===== src/sv/mono_text_display_tracker_unit_macros.svh =====
// assertion macros for the monochrome text display tracker
// used by the top level; expects signals clk and rst_n in the including scope
`ifndef MONO_TEXT_DISPLAY_TRACKER_UNIT_MACROS_SVH
`define MONO_TEXT_DISPLAY_TRACKER_UNIT_MACROS_SVH

// same-cycle implication, checked outside reset
`define MTD_ASSERT_NOW(lbl, ante, cons, msg) \
  lbl: assert property (@(posedge clk) disable iff (!rst_n) (ante) |-> (cons)) \
    else $error(msg);

// next-cycle implication, checked outside reset
`define MTD_ASSERT_NEXT(lbl, ante, cons, msg) \
  lbl: assert property (@(posedge clk) disable iff (!rst_n) (ante) |=> (cons)) \
    else $error(msg);

`endif


===== src/sv/mtd_pkg.sv =====
// shared types, codes and helper functions of the monochrome text display tracker
// no dependencies
`timescale 1ns / 1ps

package mtd_pkg;

  localparam int VRAM_BYTES_DEF    = 16384;
  localparam int COLS_DEF          = 80;
  localparam int VISIBLE_BYTES_DEF = 4000;

  localparam int POS_W  = 16;
  localparam int COLS_W = 8;

  localparam logic [1:0] CMD_VBYTE  = 2'd0;
  localparam logic [1:0] CMD_VWORD  = 2'd1;
  localparam logic [1:0] CMD_PWRITE = 2'd2;
  localparam logic [1:0] CMD_PREAD  = 2'd3;

  localparam logic [1:0] KIND_CELL   = 2'd0;
  localparam logic [1:0] KIND_CURSOR = 2'd1;
  localparam logic [1:0] KIND_READ   = 2'd2;

  localparam logic [13:0] PORT_DATA  = 14'd1;
  localparam logic [13:0] PORT_COUNT = 14'd16;
  localparam logic [3:0]  PORT_INDEX = 4'd0;

  localparam logic [7:0] CRTC_CUR_HI = 8'h0e;
  localparam logic [7:0] CRTC_CUR_LO = 8'h0f;

  localparam logic [6:0] GLYPH_SPACE = 7'd32;
  localparam logic [6:0] GLYPH_DOT   = 7'd46;

  typedef struct packed {
    logic [1:0] kind;
    logic [6:0] col;
    logic [9:0] row;
    logic [6:0] glyph;
    logic       bright;
    logic       fg_on;
    logic       bg_on;
    logic [7:0] read_data;
  } result_t;

  typedef struct packed {
    logic              valid;
    logic [POS_W-1:0]  quo;
    logic [COLS_W-1:0] rem;
  } div_out_t;

  function automatic logic [6:0] shown_glyph(input logic [7:0] c);
    logic [6:0] g;
    if (c >= 8'd32 && !c[7]) begin
      g = c[6:0];
    end else if (c == 8'd0) begin
      g = GLYPH_SPACE;
    end else begin
      g = GLYPH_DOT;
    end
    return g;
  endfunction

endpackage


===== src/sv/mtd_div.sv =====
// three-stage divide of a 16-bit position by the column count
// reciprocal multiply, back-multiply, one correction step; uses mtd_pkg
`timescale 1ns / 1ps

module mtd_div
  import mtd_pkg::*;
#(
  parameter int COLS = COLS_DEF
) (
  input  logic             clk,
  input  logic             rst_n,
  input  logic             start,
  input  logic [POS_W-1:0] num,
  output div_out_t         res
);

  localparam int RECIP = (1 << POS_W) / COLS;
  localparam int RW    = $clog2(RECIP + 1);
  localparam logic [RW-1:0]     RECIP_V = RW'(RECIP);
  localparam logic [COLS_W-1:0] COLS_V  = COLS_W'(COLS);

  logic              v1_r, v2_r;
  logic [POS_W-1:0]  p1_r, p2_r, m2_r;
  logic [RW-1:0]     q1_r, q2_r;
  div_out_t          res_r;

  logic [POS_W+RW-1:0]   prod1;
  logic [RW+COLS_W-1:0]  prod2;
  logic [POS_W-1:0]      diff;
  logic                  fix;
  logic [POS_W-1:0]      diff_fix;

  assign prod1    = {{RW{1'b0}}, num} * {{POS_W{1'b0}}, RECIP_V};
  assign prod2    = {{COLS_W{1'b0}}, q1_r} * {{RW{1'b0}}, COLS_V};
  assign diff     = p2_r - m2_r;
  assign fix      = diff >= {{(POS_W-COLS_W){1'b0}}, COLS_V};
  assign diff_fix = fix ? diff - {{(POS_W-COLS_W){1'b0}}, COLS_V} : diff;

  always_ff @(posedge clk) begin
    if (!rst_n) begin
      v1_r      <= 1'b0;
      v2_r      <= 1'b0;
      res_r.valid <= 1'b0;
    end else begin
      v1_r      <= start;
      v2_r      <= v1_r;
      res_r.valid <= v2_r;
    end
    p1_r      <= num;
    q1_r      <= prod1[POS_W+RW-1:POS_W];
    p2_r      <= p1_r;
    q2_r      <= q1_r;
    m2_r      <= prod2[POS_W-1:0];
    res_r.quo <= POS_W'(q2_r) + POS_W'(fix);
    res_r.rem <= diff_fix[COLS_W-1:0];
  end

  assign res = res_r;

endmodule


===== config.mk =====
export PLATFORM = sky130hd
export DESIGN_NAME = mtd_div
export DESIGN_NICKNAME = d
export VERILOG_FILES = /design/src/sv/mono_text_display_tracker_unit_macros.svh /design/src/sv/mtd_pkg.sv /design/src/sv/mtd_div.sv
export SDC_FILE = /design/constraint.sdc
export NUM_CORES = 1
export LEC_CHECK = 0
export BUFFER_PORTS_ARGS = -buffer_cell sky130_fd_sc_hd__buf_2
export CAP_MARGIN = 20
export CELL_PAD_IN_SITES_DETAIL_PLACEMENT = 0
export CELL_PAD_IN_SITES_GLOBAL_PLACEMENT = 1
export CORE_UTILIZATION = 40
export CTS_BUF_LIST = sky130_fd_sc_hd__clkbuf_8
export DETAILED_ROUTE_END_ITERATION = 6
export PLACE_DENSITY_LB_ADDON = 0.1
export SYNTH_ARGS = -nofsm -noshare
export SYNTH_HDL_FRONTEND = slang
export SYNTH_SLANG_ARGS = --single-unit

===== constraint.sdc =====
create_clock -name clk -period 4.9 [get_ports clk]
set_clock_uncertainty 0.1 [all_clocks]
set_input_delay 0.245 -clock clk [delete_from_list [all_inputs] [get_ports clk]]
set_output_delay 0.245 -clock clk [all_outputs]
set_load 0.01 [all_outputs]

### After elaboration in Yosys (flattened, before gate mapping)

Index checks and enable logic that the tools add are counted.

* flip-flop bits (word level): 86
* input bits: 19
* output and inout bits: 25
* logic and storage cells: 17

* add/subtract/negate cells: 3
* multiply operators: 2
* order comparisons: 1
* multiplexer cells: 1

Operator list (count)
* multiplier 16 x 10 -> 26 bit, second input constant: 1
* greater-or-equal comparator 16 x 7 -> 1 bit, second input constant: 1
* subtractor 16 bit: 1
* multiplier 10 x 3 -> 12 bit, second input constant: 1
* adder 10 x 1 -> 11 bit: 1
* two-way mux 8 bit: 1
* subtractor 8 x 7 -> 8 bit, second input constant: 1

### Logic depth before layout (Yosys ltp)

* depth after elaboration: 3
* depth in mapped cells: 17
* depth with buffers taken out: 17

### Worst setup path after synthesis

Ideal clock, no wire load.

* kind: in2reg
* from: input port num[6]
* to: register q1_r[7]
* setup time: 122 ps
* arrival: 4298 ps
* required time: 4678 ps
* slack: 380 ps
* cell stages on the path: 16
* buffers on the path: 1
* cell sequence: ha_1 > fa_1 > inv_1 > fa_1 > inv_1 > fa_1 > fa_1 > ha_1 > clkbuf_1 > nand4_1 > or2_0 > a21oi_1 > nor3_1 > a21oi_1 > nor4_1 > a311o_1

* word-level cells in the longest chain between the ends: 1

RTL lines
* start, declared: RTL line mtd_div.sv:13 `input logic [POS_W-1:0] num,`
* multiplier 16 x 10 -> 26 bit: RTL line mtd_div.sv:33 `assign prod1 = {{RW{1'b0}}, num} * {{POS_W{1'b0}}, RECIP_V};`
* via prod1[23]: RTL line mtd_div.sv:27 `logic [POS_W+RW-1:0] prod1;`
* end signal, assigned: RTL line mtd_div.sv:50 `q1_r <= prod1[POS_W+RW-1:POS_W];`
* end, declared: RTL line mtd_div.sv:24 `logic [RW-1:0] q1_r, q2_r;`

The timed path passes the listed nets, and every way through them passes these cells.
A chain may end at the register's enable or synchronous reset.

### Worst setup path after layout

* from: input port num[2]
* to: register q1_r[8]

The elaborated chain is that of the path after synthesis.

==> qor.yml <==
pwr-share-clk: 0.112
cp_max_fo: 5
period_share: 0.932
wl_per_cell_um: 13.9
via_per_inst: 4.83
crit_buf_inv: 3
hold_path.class: "in -> reg"
status: "finished clean"
drc_errors: 0
fin_ws_ps: 333
ys_seq_elements: 84
synth_top_area_frac: 0.283
nNetsFinal: 820
synth.most_common_cell: "ha_1"
grt_first_pass_wirelength_mm: 19.0
htreeDepth: 3
detailroute.via_count: 3993
min_period_ps: 4570
combPwrFrac: 0.647
synth-edff-count: 0
dieHeight_um: 124
netlist_instances: 578
use_met3: 0.0261
use_met1: 0.217
clockBufferDepth: 2
pre_cts_ws_ps: -42.5
cts_resized: 0
grt_util_met2: 0.257
fmax_mhz: 219
seq_area_frac_synth: 0.283
cp.arrival_ps: 4710
holdWs_ps: 24.5
cp-end-kind: "register"
clk_pin_slew_ps: 70
cts_root_buf: "clkbuf_8"
synth_async_sr_flop_share: 0
drtIter0Drc: 156
slew_violations: 0
start_util: 0.409
final_core_util: 0.458
synthFlopType: "dfxtp_1"
internal_power_uw: 2380
cp-start-kind: "input port"
crit_type: "in -> reg"
p_switching_uw: 1840
grt_overflow: 0
drt-pass1-iter-count: 5
p_sw_frac: 0.436
worstPathRequired_ps: 5050
synth-warning-count: 0
num-fill-cells: 1453
finalPower_uw: 4220
port_buffers: 38
syn2layout_area_growth_pct: 12.0
synth_top_cell_by_area: "dfxtp_1"
hp-start: "num[12]"
path_cells: "buf_2 > ha_1 > xor2_1 > ha_1 > fa_1 > fa_1 > inv_1 > fa_1 > inv_1 > ha_1 > and3_1 > and2_1 > nor3b_1 > a21oi_1 > o31a_1 > o2111a_1 > a311oi_1"
maxCapViolCount: 0
grtUsageTotal: 0.163
core.rowCount: 44
diodes: 0
die_w_um: 124
core_um2: 14500
drive_above_1_share: 0.117
max_stage_delay_ps: 540
critPathSlowestCell: "fa_1"
avgSynthCellArea_um2: 10.3
drtAntennaViolNets: 0
ys_top_cells_by_area: "dfxtp_1 (28%), ha_1 (25%), fa_1 (14%), inv_1 (6.4%), xor2_1 (2.9%)"
worstSkewPairLatency_ps: 350
top_usage_layer: "met2"
io-pin-count: 44
setup_viol: 0
dieArea_um2: 15400
p_per_area_nw_per_um2: 634
r2r-start: "q2_r[0]"
cp_top_family: "adder cells"
dpl.hpwl_mm: 9.97
rsz0062_at_grt: "false"
ir_drop_mv: 0.291
antenna_found_initial: 0
postCtsSetupBuffers: 0
drt-total-wl_mm: 11.5
synth.distinct_cells: 55
numCtsBuffers: 9
cts_tree: "built"
crit_path_start: "num[2]"
gp_congestion: 0.821
setup-tns-final_ps: 0
relSlewSlack: 0.590
cts_hold_buf: 8
hold_violations: 0
p_leak_uw: 0.00348
grt_max_degree: 13
tightest_slew_ps: 607
netlist_area_um2: 5950
p_seq_frac: 0.242
grt_pass1_vias: 3989
clock_sinks: 84
synthTopCellsByCount: "ha_1 (118), inv_1 (101), dfxtp_1 (84)"
==> sequential cells by signal, indices dropped and copies added, names as in the netlist <==
register and flops:
res 20, p1_r 16, m2_r 10, v2_r 1, q2_r 10, q1_r 10
v1_r 1, p2_r 16
==> power by group through the flow <==
stage                     clock, µW  sequential, µW  combinational, µW
after detailed placement          0            1040               2750
after global routing            518            1040               3160
after global placement            0            1040               2730
final                           471            1020               2730
after floorplan                   0            1040               2080
after CTS                       493            1020               2780
==> placed cells by master, fill, tap and decap left out, drive strengths merged, types with 2 or more instances in the layout <==
cell / count
ha: 118
inv: 102
dfxtp: 84
buf: 49
fa: 43
a21oi: 34
xor2: 20
nand2: 20
a21o: 20
xnor2: 17
o21ai: 14
nor2: 13
nand3: 12
clkbuf: 11
a31oi: 8
dlygate4sd3: 8
and2: 8
nor3: 7
conb: 5
nor4: 5
o21bai: 4
a211oi: 4
and3: 3
o211ai: 2
nand4: 2
o2111ai: 2
nand2b: 2
mux2i: 2
a221oi: 2
or2: 2
==> stage by stage <==
stage / instance area, µm² / std cells
global placement: 6390 / 805
global route: 6660 / 827
CTS: 6660 / 827
finish: 6660 / 827
floorplan: 5960 / 582
detailed placement: 6390 / 805
==> cells by family (layout without fill, tap and decap cells) <==
kind of cell	count (synthesis)	count (layout)	share of synthesized area
xor gates and xnor gates	37	37	0.0545
buffers and inverters	111	172	0.0764
muxes	2	2	0.00337
and+or+nand+nor	80	80	0.0768
DFF	84	84	0.283
adders and majority gates	161	161	0.393
other	1	5	0.000631
AOI/OAI and AO/OA	102	102	0.113
==> path summary, 6_finish.rpt <==
kind | slack (ps) | end | depth (start not counted)
max reg2reg | 1350 | res[14] | 15
min | 20 | p1_r[12] | 1
max | 330 | q1_r[8] | 17
min reg2reg | 220 | p2_r[5] | 0
==> cell type report <==
type	count	area (µm²)	area share
sequential	84	1680	0.252
timing repair buffer	57	353	0.0530
multi-input combinational	387	3830	0.574
clock buffer	11	151	0.0227
clock inverter	3	38.8	0.00582
inverter	101	379	0.0569
tap	184	230	0.0346
==> routing by layer <==
layer	vias to the layer above	share of wire
li1	2061	-
met1	1834	0.47
met2	74	0.46
met3	24	0.028
met4	0	0.037
met5	-	0
No activity file was read; power rests on OpenSTA's default activity.
